$ cat src/hw/rtl/dns_query_builder_macros.svh
// Assertion macros used by the top-level RTL file of the query builder.
`ifndef DNS_QUERY_BUILDER_MACROS_SVH
`define DNS_QUERY_BUILDER_MACROS_SVH

`ifndef SYNTHESIS
`define DQB_ASSERT_SAME(name, clk, rstn, ante, cons) \
    name: assert property (@(posedge clk) disable iff (!rstn) (ante) |-> (cons)) \
        else $error("dqb assertion failed");
`define DQB_ASSERT_NEXT(name, clk, rstn, ante, cons) \
    name: assert property (@(posedge clk) disable iff (!rstn) (ante) |=> (cons)) \
        else $error("dqb assertion failed");
`else
`define DQB_ASSERT_SAME(name, clk, rstn, ante, cons)
`define DQB_ASSERT_NEXT(name, clk, rstn, ante, cons)
`endif

`endif

$ cat src/hw/rtl/dqb_pkg.sv
package dqb_pkg;

    localparam int MAX_LABEL_DEF = 32;
    localparam int SEQ_W = 4;
    localparam int HEADER_LEN = 12;
    localparam int TAIL_LEN = 5;

    localparam logic [7:0] DOT_CHAR = 8'h2E;
    localparam logic [7:0] BYTE_ONE = 8'h01;
    localparam logic [7:0] BYTE_ZERO = 8'h00;

    localparam logic [SEQ_W-1:0] HDR_ID_HI = SEQ_W'(0);
    localparam logic [SEQ_W-1:0] HDR_ID_LO = SEQ_W'(1);
    localparam logic [SEQ_W-1:0] HDR_FLAGS_HI = SEQ_W'(2);
    localparam logic [SEQ_W-1:0] HDR_QDCOUNT_LO = SEQ_W'(5);
    localparam logic [SEQ_W-1:0] HDR_LAST = SEQ_W'(HEADER_LEN - 1);
    localparam logic [SEQ_W-1:0] TAIL_TYPE_LO = SEQ_W'(2);
    localparam logic [SEQ_W-1:0] TAIL_LAST = SEQ_W'(TAIL_LEN - 1);

    typedef enum logic [2:0] {
        ST_IDLE,
        ST_HEADER,
        ST_LEN,
        ST_DATA,
        ST_TAIL
    } state_t;

    typedef enum logic [1:0] {
        SEL_HEADER,
        SEL_LEN,
        SEL_DATA,
        SEL_TAIL
    } byte_sel_t;

    typedef struct packed {
        logic      accept;
        logic      emit;
        byte_sel_t sel;
        logic      out_last;
        logic      seq_inc;
        logic      seq_clr;
        logic      rd_start;
        logic      rd_step;
        logic      clear_count;
    } cmd_t;

    typedef struct packed {
        logic             in_message;
        logic             in_dot;
        logic             in_last;
        logic             held_dot;
        logic             held_last;
        logic             count_zero;
        logic             rd_done;
        logic             out_free;
        logic [SEQ_W-1:0] seq;
    } status_t;

endpackage

$ cat src/hw/rtl/dns_query_builder.sv
// Channel | Direction | Handshake                | Contents
// s_      | in        | s_tvalid / s_tready      | one name character per request
// m_      | out       | m_tvalid / m_tready      | one query message byte per request
//
// Every request is taken while the sequencer is idle. A request that opens a name then
// holds s_tready low while the 12 header bytes go out; a dot or the last character adds
// the length byte and L label bytes, read one per cycle from the label buffer unless m_
// stalls, and the last character adds the 5 tail bytes. Other characters need no more.
// Reset is synchronous and active low; the label buffer is not cleared.
// A stalled m_ channel holds the sequencer; one byte waits in the output register.
`include "dns_query_builder_macros.svh"

module dns_query_builder #(
    parameter int MAX_LABEL = dqb_pkg::MAX_LABEL_DEF
) (
    input  logic        aclk,
    input  logic        aresetn,
    input  logic        s_tvalid,
    output logic        s_tready,
    input  logic [23:0] s_tdata,   // name_char [7:0], query_id [23:8]
    input  logic        s_tlast,
    output logic        m_tvalid,
    input  logic        m_tready,
    output logic [7:0]  m_tdata,   // out_byte [7:0]
    output logic        m_tlast,
    output logic        m_tuser    // label_overflow [0]
);

    dqb_pkg::cmd_t    cmd;
    dqb_pkg::status_t status;

    dqb_ctrl u_ctrl (
        .aclk     (aclk),
        .aresetn  (aresetn),
        .s_tvalid (s_tvalid),
        .s_tready (s_tready),
        .status   (status),
        .cmd      (cmd)
    );

    dqb_datapath #(
        .MAX_LABEL (MAX_LABEL)
    ) u_datapath (
        .aclk     (aclk),
        .aresetn  (aresetn),
        .s_tdata  (s_tdata),
        .s_tlast  (s_tlast),
        .cmd      (cmd),
        .status   (status),
        .m_tvalid (m_tvalid),
        .m_tready (m_tready),
        .m_tdata  (m_tdata),
        .m_tlast  (m_tlast),
        .m_tuser  (m_tuser)
    );

    `DQB_ASSERT_SAME(a_emit_slot_free, aclk, aresetn, cmd.emit, status.out_free)
    `DQB_ASSERT_SAME(a_last_is_class, aclk, aresetn, m_tvalid && m_tlast, m_tdata == dqb_pkg::BYTE_ONE)
    `DQB_ASSERT_NEXT(a_header_starts, aclk, aresetn, cmd.accept && !status.in_message, cmd.emit || !status.out_free)

endmodule

$ cat src/hw/rtl/dqb_ctrl.sv
module dqb_ctrl (
    input  logic             aclk,
    input  logic             aresetn,
    input  logic             s_tvalid,
    output logic             s_tready,
    input  dqb_pkg::status_t status,
    output dqb_pkg::cmd_t    cmd
);

    dqb_pkg::state_t state_reg;
    dqb_pkg::state_t state_next;

    always_ff @(posedge aclk) begin
        if (!aresetn) begin
            state_reg <= dqb_pkg::ST_IDLE;
        end else begin
            state_reg <= state_next;
        end
    end

    always_comb begin
        state_next = state_reg;
        s_tready = 1'b0;
        cmd = '0;
        cmd.sel = dqb_pkg::SEL_HEADER;
        unique case (state_reg)
            dqb_pkg::ST_IDLE: begin
                s_tready = 1'b1;
                if (s_tvalid) begin
                    cmd.accept = 1'b1;
                    if (!status.in_message) begin
                        state_next = dqb_pkg::ST_HEADER;
                    end else if (status.in_dot || status.in_last) begin
                        state_next = dqb_pkg::ST_LEN;
                    end
                end
            end
            dqb_pkg::ST_HEADER: begin
                cmd.sel = dqb_pkg::SEL_HEADER;
                if (status.out_free) begin
                    cmd.emit = 1'b1;
                    if (status.seq == dqb_pkg::HDR_LAST) begin
                        cmd.seq_clr = 1'b1;
                        state_next = (status.held_dot || status.held_last) ?
                                     dqb_pkg::ST_LEN : dqb_pkg::ST_IDLE;
                    end else begin
                        cmd.seq_inc = 1'b1;
                    end
                end
            end
            dqb_pkg::ST_LEN: begin
                cmd.sel = dqb_pkg::SEL_LEN;
                if (status.out_free) begin
                    cmd.emit = 1'b1;
                    cmd.rd_start = 1'b1;
                    if (status.count_zero) begin
                        cmd.clear_count = 1'b1;
                        state_next = status.held_last ? dqb_pkg::ST_TAIL : dqb_pkg::ST_IDLE;
                    end else begin
                        state_next = dqb_pkg::ST_DATA;
                    end
                end
            end
            dqb_pkg::ST_DATA: begin
                cmd.sel = dqb_pkg::SEL_DATA;
                if (status.out_free) begin
                    cmd.emit = 1'b1;
                    cmd.rd_step = 1'b1;
                    if (status.rd_done) begin
                        cmd.clear_count = 1'b1;
                        state_next = status.held_last ? dqb_pkg::ST_TAIL : dqb_pkg::ST_IDLE;
                    end
                end
            end
            dqb_pkg::ST_TAIL: begin
                cmd.sel = dqb_pkg::SEL_TAIL;
                if (status.out_free) begin
                    cmd.emit = 1'b1;
                    if (status.seq == dqb_pkg::TAIL_LAST) begin
                        cmd.out_last = 1'b1;
                        cmd.seq_clr = 1'b1;
                        state_next = dqb_pkg::ST_IDLE;
                    end else begin
                        cmd.seq_inc = 1'b1;
                    end
                end
            end
            default: begin
                state_next = dqb_pkg::ST_IDLE;
            end
        endcase
    end

endmodule

$ cat src/hw/rtl/dqb_datapath.sv
module dqb_datapath #(
    parameter int MAX_LABEL = dqb_pkg::MAX_LABEL_DEF
) (
    input  logic             aclk,
    input  logic             aresetn,
    input  logic [23:0]      s_tdata,
    input  logic             s_tlast,
    input  dqb_pkg::cmd_t    cmd,
    output dqb_pkg::status_t status,
    output logic             m_tvalid,
    input  logic             m_tready,
    output logic [7:0]       m_tdata,
    output logic             m_tlast,
    output logic             m_tuser
);

    localparam int CNT_W = $clog2(MAX_LABEL + 1);
    localparam int ADDR_W = (MAX_LABEL > 1) ? $clog2(MAX_LABEL) : 1;
    localparam logic [CNT_W-1:0] CNT_MAX = CNT_W'(MAX_LABEL);

    logic [7:0] label_mem [MAX_LABEL];

    logic                     in_message_reg, in_message_next;
    logic                     ovf_reg, ovf_next;
    logic [CNT_W-1:0]         count_reg, count_next;
    logic [CNT_W-1:0]         rd_idx_reg, rd_idx_next;
    logic [dqb_pkg::SEQ_W-1:0] seq_reg, seq_next;
    logic                     dot_reg, last_reg;
    logic [15:0]              id_reg;
    logic [7:0]               rd_data_reg;
    logic                     m_valid_reg, m_valid_next;
    logic [7:0]               m_byte_reg;
    logic                     m_last_reg;
    logic                     m_ovf_reg;

    logic [7:0]       in_char;
    logic             in_dot;
    logic [CNT_W-1:0] count_eff;
    logic             store_char;
    logic [7:0]       hdr_byte;
    logic [7:0]       tail_byte;
    logic [7:0]       out_byte;

    assign in_char = s_tdata[7:0];
    assign in_dot = (in_char == dqb_pkg::DOT_CHAR);
    assign count_eff = in_message_reg ? count_reg : '0;
    assign store_char = cmd.accept && !in_dot && (count_eff < CNT_MAX);

    always_comb begin
        in_message_next = in_message_reg;
        ovf_next = ovf_reg;
        count_next = count_reg;
        if (cmd.accept) begin
            in_message_next = !s_tlast;
            ovf_next = (in_message_reg ? ovf_reg : 1'b0) |
                       (!in_dot && (count_eff >= CNT_MAX));
            count_next = store_char ? count_eff + CNT_W'(1) : count_eff;
        end else if (cmd.clear_count) begin
            count_next = '0;
        end
    end

    always_comb begin
        seq_next = seq_reg;
        if (cmd.accept || cmd.seq_clr) begin
            seq_next = '0;
        end else if (cmd.seq_inc) begin
            seq_next = seq_reg + dqb_pkg::SEQ_W'(1);
        end
    end

    always_comb begin
        rd_idx_next = rd_idx_reg;
        if (cmd.rd_start) begin
            rd_idx_next = CNT_W'(1);
        end else if (cmd.rd_step) begin
            rd_idx_next = rd_idx_reg + CNT_W'(1);
        end
    end

    always_ff @(posedge aclk) begin
        if (!aresetn) begin
            in_message_reg <= 1'b0;
            ovf_reg <= 1'b0;
            count_reg <= '0;
            seq_reg <= '0;
            rd_idx_reg <= '0;
            m_valid_reg <= 1'b0;
        end else begin
            in_message_reg <= in_message_next;
            ovf_reg <= ovf_next;
            count_reg <= count_next;
            seq_reg <= seq_next;
            rd_idx_reg <= rd_idx_next;
            m_valid_reg <= m_valid_next;
        end
    end

    always_ff @(posedge aclk) begin
        if (cmd.accept) begin
            dot_reg <= in_dot;
            last_reg <= s_tlast;
            if (!in_message_reg) begin
                id_reg <= s_tdata[23:8];
            end
        end
    end

    always_ff @(posedge aclk) begin
        if (store_char) begin
            label_mem[count_eff[ADDR_W-1:0]] <= in_char;
        end
    end

    always_ff @(posedge aclk) begin
        if (cmd.rd_start) begin
            rd_data_reg <= label_mem[0];
        end else if (cmd.rd_step && (rd_idx_reg < CNT_MAX)) begin
            rd_data_reg <= label_mem[rd_idx_reg[ADDR_W-1:0]];
        end
    end

    always_comb begin
        case (seq_reg)
            dqb_pkg::HDR_ID_HI:      hdr_byte = id_reg[15:8];
            dqb_pkg::HDR_ID_LO:      hdr_byte = id_reg[7:0];
            dqb_pkg::HDR_FLAGS_HI:   hdr_byte = dqb_pkg::BYTE_ONE;
            dqb_pkg::HDR_QDCOUNT_LO: hdr_byte = dqb_pkg::BYTE_ONE;
            default:                 hdr_byte = dqb_pkg::BYTE_ZERO;
        endcase
    end

    always_comb begin
        case (seq_reg) inside
            dqb_pkg::TAIL_TYPE_LO, dqb_pkg::TAIL_LAST: tail_byte = dqb_pkg::BYTE_ONE;
            default:                                   tail_byte = dqb_pkg::BYTE_ZERO;
        endcase
    end

    always_comb begin
        unique case (cmd.sel)
            dqb_pkg::SEL_HEADER: out_byte = hdr_byte;
            dqb_pkg::SEL_LEN:    out_byte = 8'(count_reg);
            dqb_pkg::SEL_DATA:   out_byte = rd_data_reg;
            dqb_pkg::SEL_TAIL:   out_byte = tail_byte;
            default:             out_byte = dqb_pkg::BYTE_ZERO;
        endcase
    end

    always_comb begin
        if (cmd.emit) begin
            m_valid_next = 1'b1;
        end else if (m_tready) begin
            m_valid_next = 1'b0;
        end else begin
            m_valid_next = m_valid_reg;
        end
    end

    always_ff @(posedge aclk) begin
        if (cmd.emit) begin
            m_byte_reg <= out_byte;
            m_last_reg <= cmd.out_last;
            m_ovf_reg <= ovf_reg;
        end
    end

    assign m_tvalid = m_valid_reg;
    assign m_tdata = m_byte_reg;
    assign m_tlast = m_last_reg;
    assign m_tuser = m_ovf_reg;

    assign status.in_message = in_message_reg;
    assign status.in_dot = in_dot;
    assign status.in_last = s_tlast;
    assign status.held_dot = dot_reg;
    assign status.held_last = last_reg;
    assign status.count_zero = (count_reg == '0);
    assign status.rd_done = (rd_idx_reg == count_reg);
    assign status.out_free = !m_valid_reg || m_tready;
    assign status.seq = seq_reg;

endmodule
$ cat config.mk
export PLATFORM = sky130hd
export DESIGN_NAME = dns_query_builder
export DESIGN_NICKNAME = d
export VERILOG_FILES = /design/src/hw/rtl/dqb_pkg.sv /design/src/hw/rtl/dns_query_builder.sv /design/src/hw/rtl/dqb_ctrl.sv /design/src/hw/rtl/dqb_datapath.sv
export VERILOG_INCLUDE_DIRS = /design/src /design/src/hw/rtl
export SDC_FILE = /design/constraint.sdc
export NUM_CORES = 1
export LEC_CHECK = 0
export BUFFER_PORTS_ARGS = -buffer_cell sky130_fd_sc_hd__buf_4
export CAP_MARGIN = 20
export CORE_ASPECT_RATIO = 0.9
export CORE_MARGIN = 8
export CORE_UTILIZATION = 55
export CTS_CLUSTER_DIAMETER = 120
export DETAILED_ROUTE_END_ITERATION = 16
export PLACE_DENSITY_LB_ADDON = 0.25
export SYNTH_ARGS = -nofsm -noshare
export SYNTH_HDL_FRONTEND = slang
export SYNTH_SLANG_ARGS = --single-unit
$ cat constraint.sdc
create_clock -name aclk -period 2.4 [get_ports aclk]
set_clock_uncertainty 0.2 [all_clocks]
set_input_delay 0 -clock aclk [delete_from_list [all_inputs] [get_ports aclk]]
set_output_delay 0 -clock aclk [all_outputs]
set_load 0.05 [all_outputs]
* Word level (Yosys, flattened, before mapping)
Memory sizes are Yosys's and may differ from the RTL's. Cells that the tools add are included.
Storage, ports and cells: bits in registers 58, bits in writable memories 256, input port bits 29, output and inout port bits 12, logic and storage cells 123, memories 1
Operators by class: add/sub/neg operators 3, order comparisons 3, equality and inequality tests 23, mux-type cells 49, bitwise logic cells 3, reductions and logical operators 26
Memory list:
- u_datapath.label_mem | depth 32, bits a word 8, read ports 2, clocked after memory_dff 0, wr ports 1, RTL line dqb_datapath.sv:21 | logic [7:0] label_mem [MAX_LABEL];
Operators with widths (number):
- 2-to-1 mux 3 bit | 12
- one-hot mux 8 bit (4 select lines) | 1
- 2-to-1 mux 6 bit | 4
- one-hot mux 8 bit (3 select lines) | 1
- 2-to-1 mux 1 bit | 21
- 2-to-1 mux 8 bit | 2
- one-hot mux 3 bit (5 select lines) | 1
- adder 6 x 1 -> 6 bit, second input constant | 2
- less-than comparator 6 bit, second input constant | 2
- != test 2 bit, second input constant | 6
- one-hot mux 3 bit (4 select lines) | 1
- AND reduction 9 bit | 1
- == test 4 x 3 -> 1 bit, second input constant | 2
- == test 8 x 6 -> 1 bit, second input constant | 1
- 2-to-1 mux 2 bit | 4
- nonzero test 2 bit | 4
- OR reduction 2 bit | 4
- == test 3 x 2 -> 1 bit, second input constant | 2
- == test 6 bit | 1
- greater-or-equal comparator 6 bit, second input constant | 1
- zero test 6 bit | 1
- adder 4 x 1 -> 4 bit, second input constant | 1
- == test 2 bit, second input constant | 2
- == test 4 x 1 -> 1 bit, second input constant | 1
- 18 further kinds | 29

* Depth between registers and ports, before layout
Gate-level depths: netlist (run 1).
depth in word-level cells 7, mapped depth 9, gate-level depth less buffers 8

* Cells and area by module
From an unflattened synthesis (run 1), not the netlist that was laid out.
Second synthesis, totals: cell total of the unflattened synthesis 787, area total of the unflattened synthesis 13015.0 um2
By module, submodules not included:
- dqb_datapath | times used 1, cells each 729, area an instance 12604.6 um2
- dqb_ctrl | times used 1, cells each 58, area an instance 410.4 um2

* Least setup slack after synthesis (run 1)
Ideal clock, no wire load.
kind flip-flop to flip-flop, start register u_ctrl.state_reg[2], end register u_datapath.m_byte_reg[0], in the netlist u_datapath.m_tdata[0], enable pin, arrival time 2.301 ns, required time 1.815 ns, path slack -0.486 ns, stages on the path, launching flop included 5, clock period less this slack 2.886 ns, cell sequence dfxtp_1 -> clkbuf_1 -> clkbuf_1 -> nor3_1 -> nor3_1
RTL lines:
- from (decl) | RTL line dqb_ctrl.sv:10 | dqb_pkg::state_t state_reg;
- from (signal assigned) | RTL line dqb_ctrl.sv:15 | state_reg <= dqb_pkg::ST_IDLE;
- from (signal assigned) | RTL line dqb_ctrl.sv:17 | state_reg <= state_next;
- to (signal assigned) | RTL line dqb_datapath.sv:162 | m_byte_reg <= out_byte;
- to (decl) | RTL line dqb_datapath.sv:32 | logic [7:0] m_byte_reg;

* Worst setup path after layout (run 1)
start register u_datapath.rd_idx_reg[0], end register u_datapath.rd_data_reg[1], data pin
Between the ends: longest elaborated chain between the ends 3
Ends and longest elaborated chain:
- from (decl) | RTL line dqb_datapath.sv:26 | logic [CNT_W-1:0] rd_idx_reg, rd_idx_next;
- from (signal assigned) | RTL line dqb_datapath.sv:94 | rd_idx_reg <= rd_idx_next;
- memory read (32 x 8 bit)
- 2-to-1 mux 8 bit | RTL line dqb_datapath.sv:118 | end else if (cmd.rd_step && (rd_idx_reg < CNT_MAX)) begin
- 2-to-1 mux 8 bit | RTL line dqb_datapath.sv:116 | if (cmd.rd_start) begin
- to (signal assigned) | RTL line dqb_datapath.sv:117 | rd_data_reg <= label_mem[0];
- to (signal assigned) | RTL line dqb_datapath.sv:119 | rd_data_reg <= label_mem[rd_idx_reg[ADDR_W-1:0]];
- to (decl) | RTL line dqb_datapath.sv:30 | logic [7:0] rd_data_reg;
Every way passes these cells. The select of a mux whose other input is x is not followed. A chain may end at the register's enable or synchronous reset.

==> impl_metrics.py, run 1 <==
metrics = {
    "die": {
        "die_h_um": 162,
        "num_rows": 53,
        "core_region_area_um2": 23200,
        "dieWidth_um": 178,
        "pin_count": 41,
        "dieArea_um2": 28700,
        "initial_utilization": 0.558,
    },
    "synthesis": {
        "ys_types": 58,
        "ys_seq_area_frac": 0.712,
        "yosys_warnings": 0,
        "synth_top_area_share": 0.678,
        "syn_nets": 809,
        "synth_ff_type": "edfxtp_1",
        "synth_common_cells": "edfxtp_1 (292), nor2_1 (61), mux2i_1 (45)",
        "async_reset_ff_frac": 0,
        "ys_ff_latch": 314,
        "syn_inst": 771,
        "synth_top_cell_by_area": "edfxtp_1",
        "avgSynthCellArea_um2": 16.8,
        "yosys-top-cells-area": "edfxtp_1 (68%), mux4_2 (7.3%), mux2i_1 (3.5%), dfxtp_1 (3.4%), nor2_1 (1.8%)",
        "synth-edff-count": 292,
        "synth_most_common_cell": "edfxtp_1",
        "netlist_area_um2": 12900,
    },
    "finish": {
        "largest_reg_flops": 256,
        "antenna_cells": 0,
        "area_growth_pct": 24.2,
        "fin_cells": 1256,
        "layout-drive-gt1-share": 0.309,
        "final_core_util": 0.692,
        "layout.nets": 970,
    },
    "setup_path": {
        "worst_ep_required_time_ns": 2.49,
        "crit_arrival_ns": 2.48,
        "r2r_start": "u_datapath.rd_idx_reg[0]",
        "rr_worst_depth": 6,
        "rr_endpoint": "u_datapath.rd_data_reg[1]",
        "startpoint_type": "register",
        "critPathCaptureType": "register",
        "crit_fanout": 5,
        "path_class": "reg2reg",
        "r2r_slack_ns": 0.003,
    },
    "timing": {
        "finalHoldViolCount": 0,
        "setup_viol": 0,
        "slew_headroom": 0.492,
        "worst_slack_ns": 0.00262,
        "period_needed_ns": 2.40,
        "worst_pin_slew_ns": 0.762,
        "drv_slew": 0,
        "max_freq_mhz": 417,
        "rsz0062_at_grt": "true",
        "fin_crit_sh": 0.999,
        "tns_ns": 0,
    },
    "global_route": {
        "grt_max_degree": 38,
        "track_usage": 0.221,
        "grt_pass1_vias": 7607,
        "antenna_found_initial": 0,
        "grt_pass1_wl_um": 47400,
        "grt_remaining_overflow": 0,
    },
    "cts": {
        "clkSinkCount": 314,
        "cts_tree": "yes",
        "clk_path_buf_depth": 3,
        "worst_skew_pair.late_latency_ns": 0.55,
        "clk_pin_slew_ns": 0.07,
        "cts_buffers": 30,
        "clock-root-buffer": "clkbuf_16",
        "h-tree-depth": 1,
    },
    "drt": {
        "via_per_inst": 6.16,
        "dr.pass1.iters": 5,
        "wl_per_cell_um": 25.9,
        "wl_um": 32500,
        "drc": 0,
        "first_iter_violations": 696,
        "drtAntennaViolNets": 0,
        "via_count": 7736,
    },
    "placed_design": {
        "dp_hpwl_um": 21200,
        "preCtsSetupSlack_ns": -0.827,
        "io_buffers": 40,
        "dp.cells": 1144,
        "gp_congestion": 0.899,
    },
    "power": {
        "power_w": 0.0149,
        "powerDensity_nw_per_um2": 927,
        "leakage_nw": 5.24,
        "ir_worst_vdd_v": 0.000903,
    },
    "run": {
        "drv_cap": 0,
    },
    "hold_path": {
        "holdPathEnd": "u_datapath.id_reg[0]",
        "hp-start": "s_tdata[8]",
        "hold_path_depth": 2,
        "min_path_type": "in2reg",
    },
    "outcome": {
        "outcome": "complete, no violations",
    },
}
where the power goes:
| group | internal, W | switching, W |
|---|---|---|
| combinational | 0.00166 | 0.00209 |
| clock | 0.00262 | 0.00194 |
| sequential | 0.00643 | 0.000161 |
logic make-up (layout without fill, tap and decap cells):
kind of cell | after synthesis | count (layout) | synth area share
adders and majority gates | 9 | 9 | 0.00870
DFF | 314 | 314 | 0.712
AOI/OAI and AO/OA | 101 | 102 | 0.0527
buffers and inverters | 50 | 232 | 0.0187
xor gates and xnor gates | 14 | 14 | 0.00948
and+or+nand+nor | 177 | 177 | 0.0674
muxes | 106 | 106 | 0.131
worst max-delay path: stages, from the launching register on:
cell and delay, ns:
dfxtp_4 0.39, buf_6 0.13, buf_4 0.11, mux4_1 0.52
mux2_2 0.32, a2111oi_4 0.37, nor3_1 0.09
metal layers:
metal  GRT usage  vias to the layer above  part of all wire
li1            -                     3392                 -
met1       0.306                     3847              0.41
met2       0.335                      428              0.45
met3      0.0518                       69             0.091
met4      0.0890                        0             0.042
met5           0                        -                 0
worst max path at each step:
stage / slack, ns / cells past startpoint / start / to
2_1_floorplan: -0.07 / 4 / u_ctrl.state_reg[2] / u_datapath.m_tdata[0]
3_3_place_gp: -0.70 / 8 / s_tdata[1] / u_datapath.label_mem[12][5]
3_5_place_dp: -0.83 / 8 / s_tdata[1] / u_datapath.label_mem[12][5]
4_1_cts: -0.03 / 6 / u_datapath.rd_idx_reg[0] / u_datapath.rd_data_reg[0]
5_1_grt: -0.02 / 8 / s_tdata[5] / u_datapath.label_mem[0][6]
6_report: 0.003 / 6 / u_datapath.rd_idx_reg[0] / u_datapath.rd_data_reg[1]
metrics by stage:
step / hold WS, ns / instance area [um^2]
final: 0.0163 / 16100
after global routing: 0.00756 / 16100
after CTS: 0.00309 / 15800
after detailed placement: -0.0202 / 14100
after global placement: -0.0190 / 14100
after floorplan: -0.101 / 12900
repair_timing:
item	CTS	global route
hold buffers	43	0
setup endpoints to repair	269	267
gates cloned	0	1
buffers inserted	5	11
pin swaps	4	13
resized for setup	68	42
endpoints found under the hold margin	296	0
cell usage in the layout, fill, tap and decap left out, types with 8 or more instances in the layout:
master         instances
a21oi_1                9
buf_12                12
buf_4                112
clkbuf_1               8
clkbuf_16             30
dfxtp_1               16
dlygate4sd3_1         43
edfxtp_1             292
ha_1                   8
mux2i_1               45
mux4_2                44
nand2_1               35
nand3_1               11
nor2_1                29
nor2_2                11
nor2_4                21
nor2b_1               14
nor3_1                 8
o21ai_0               18
o21ai_1                8
o22ai_1               20
area by class of cell:
class,instances,area [um^2]
multi-input combinational,408,3930
clock inverter,16,165
timing repair buffer,173,1580
inverter,5,18.8
sequential,314,9220
clock buffer,38,781
fill,1438,7140
tap,302,378
No activity file was read; power rests on OpenSTA's default activity.
==> inputs of run 2 (changes only) <==
- REMOVE_ABC_BUFFERS: default -> 1
==> impl_metrics.py, run 2 (synthesis gave the netlist of run 1 again) <==
metrics = {
    "outcome": {
        "outcome": "finished with violations",
        "violations": "negative setup slack",
    },
    "drt": {
        "drc": 0,
        "wl_per_cell_um": 24.1,
        "via_count": 7628,
        "dr.pass1.iters": 6,
        "drtAntennaViolNets": 0,
        "first_iter_violations": 720,
        "via_per_inst": 6.06,
        "wl_um": 30300,
    },
    "die": {
        "die_h_um": 162,
        "dieWidth_um": 178,
        "initial_utilization": 0.558,
        "core_region_area_um2": 23200,
        "num_rows": 53,
        "pin_count": 41,
        "dieArea_um2": 28700,
    },
    "finish": {
        "layout.nets": 973,
        "largest_reg_flops": 256,
        "final_core_util": 0.698,
        "final_common_cell": "edfxtp_1",
        "layout_common_cells": "edfxtp_1 (292), buf_4 (117), dlygate4sd3_1 (46), mux4_2 (45), mux2i_1 (41)",
        "layout-drive-gt1-share": 0.326,
        "area_growth_pct": 25.2,
        "finalInstanceArea_um2": 16200,
    },
    "setup_path": {
        "path_class": "reg2reg",
        "cpMostUsedCell": "buf_4",
        "startpoint_type": "register",
        "worst_ep_required_time_ns": 2.51,
        "critPathCaptureType": "register",
        "path_cells": "buf_4 -> buf_12 -> mux2i_1 -> o22ai_1 -> a2111oi_4 -> buf_4 -> nor3_2",
        "crit_arrival_ns": 2.57,
        "crit_fanout": 31,
        "crit_slowest_cell": "mux2i_1",
        "critical-path-max-stage-delay_ns": 0.41,
    },
    "cts": {
        "clock-root-buffer": "clkbuf_16",
        "h-tree-depth": 1,
        "worst_skew_pair.late_latency_ns": 0.56,
        "clk_pin_slew_ns": 0.07,
        "clkSinkCount": 314,
        "cts_tree": "yes",
        "cts_buffers": 30,
        "clk_path_buf_depth": 3,
    },
    "timing": {
        "setup_viol": 1,
        "period_needed_ns": 2.46,
        "max_freq_mhz": 406,
        "whs_ns": 0.0852,
        "fin_crit_sh": 1.03,
        "rsz0062_at_grt": "true",
        "worst_pin_slew_ns": 0.618,
        "slew_headroom": 0.587,
        "worst_slack_ns": -0.0615,
        "drv_slew": 0,
        "finalHoldViolCount": 0,
    },
    "placed_design": {
        "gp_congestion": 0.961,
        "io_buffers": 40,
        "dp_hpwl_um": 19000,
        "placed_cell_area_um2": 14000,
        "preCtsSetupSlack_ns": -0.241,
    },
    "power": {
        "powerDensity_nw_per_um2": 925,
        "leakage_nw": 5.25,
        "ir_worst_vdd_v": 0.000897,
    },
    "global_route": {
        "grt_max_degree": 33,
        "grt_pass1_vias": 7697,
        "antenna_found_initial": 1,
        "track_usage": 0.206,
        "grt_remaining_overflow": 0,
        "grt_pass1_wl_um": 45100,
    },
    "hold_path": {
        "min_path_type": "in2reg",
    },
    "run": {
        "drv_cap": 0,
    },
}
==> run 2: final cells by class <==
| cell class | instances | area, um^2 |
|---|---|---|
| Inverter | 5 | 18.8 |
| Clock buffer | 34 | 766 |
| Fill cell | 1429 | 7010 |
| Antenna cell | 1 | 2.50 |
| Tap cell | 302 | 378 |
| Sequential cell | 314 | 9220 |
| Timing Repair Buffer | 177 | 1590 |
| Clock inverter | 18 | 191 |
| Multi-Input combinational cell | 407 | 4030 |
==> run 2: final timing paths <==
kind                                 start                        end  slack (ns)  cells after the start
setup reg to reg  u_datapath.rd_idx_reg[1]  u_datapath.rd_data_reg[2]       -0.06                      7
setup / recovery  u_datapath.rd_idx_reg[1]  u_datapath.rd_data_reg[2]       -0.06                      7
hold reg to reg         u_datapath.ovf_reg         u_datapath.m_tuser        0.25                      0
hold / removal                     s_tlast  u_datapath.in_message_reg        0.09                      4
==> run 2: per-layer routing <==
layer / track usage / part of all wire
met5: 0 / 0
met4: 0.0663 / 0.037
met1: 0.274 / 0.40
met2: 0.341 / 0.49
met3: 0.0387 / 0.065
==> run 2: critical path, delay by kind of cell (launching register included) <==
family	cells	cell delay, ns
mux	1	0.41
buf+inv	3	0.53
simple gates	1	0.04
flops	1	0.40
compound gates	2	0.61
==> run 2: power by group <==
part	switching, W	internal (W)	total (W)
Clock	0.00198	0.00261	0.00459
Sequential	0.000165	0.00643	0.00659
Combinational	0.00210	0.00170	0.00380
==> run 2: repair_timing <==
item                                   CTS  global route
setup endpoints to repair              266           258
pin swaps                                0            11
hold buffers                            46             0
setup buffers                            7             9
endpoints found under the hold margin  299             0
gates resized for setup                 50            84
==> run 2: per-stage QoR <==
step           std cells  total power (W)  TNS (ns)
2_1_floorplan        726          0.00867   -177.64
3_3_place_gp        1142          0.00978    -29.56
3_5_place_dp        1143          0.00987    -30.54
4_1_cts             1248           0.0147    -12.78
5_1_grt             1258           0.0155    -0.382
6_report            1258           0.0150   -0.0615
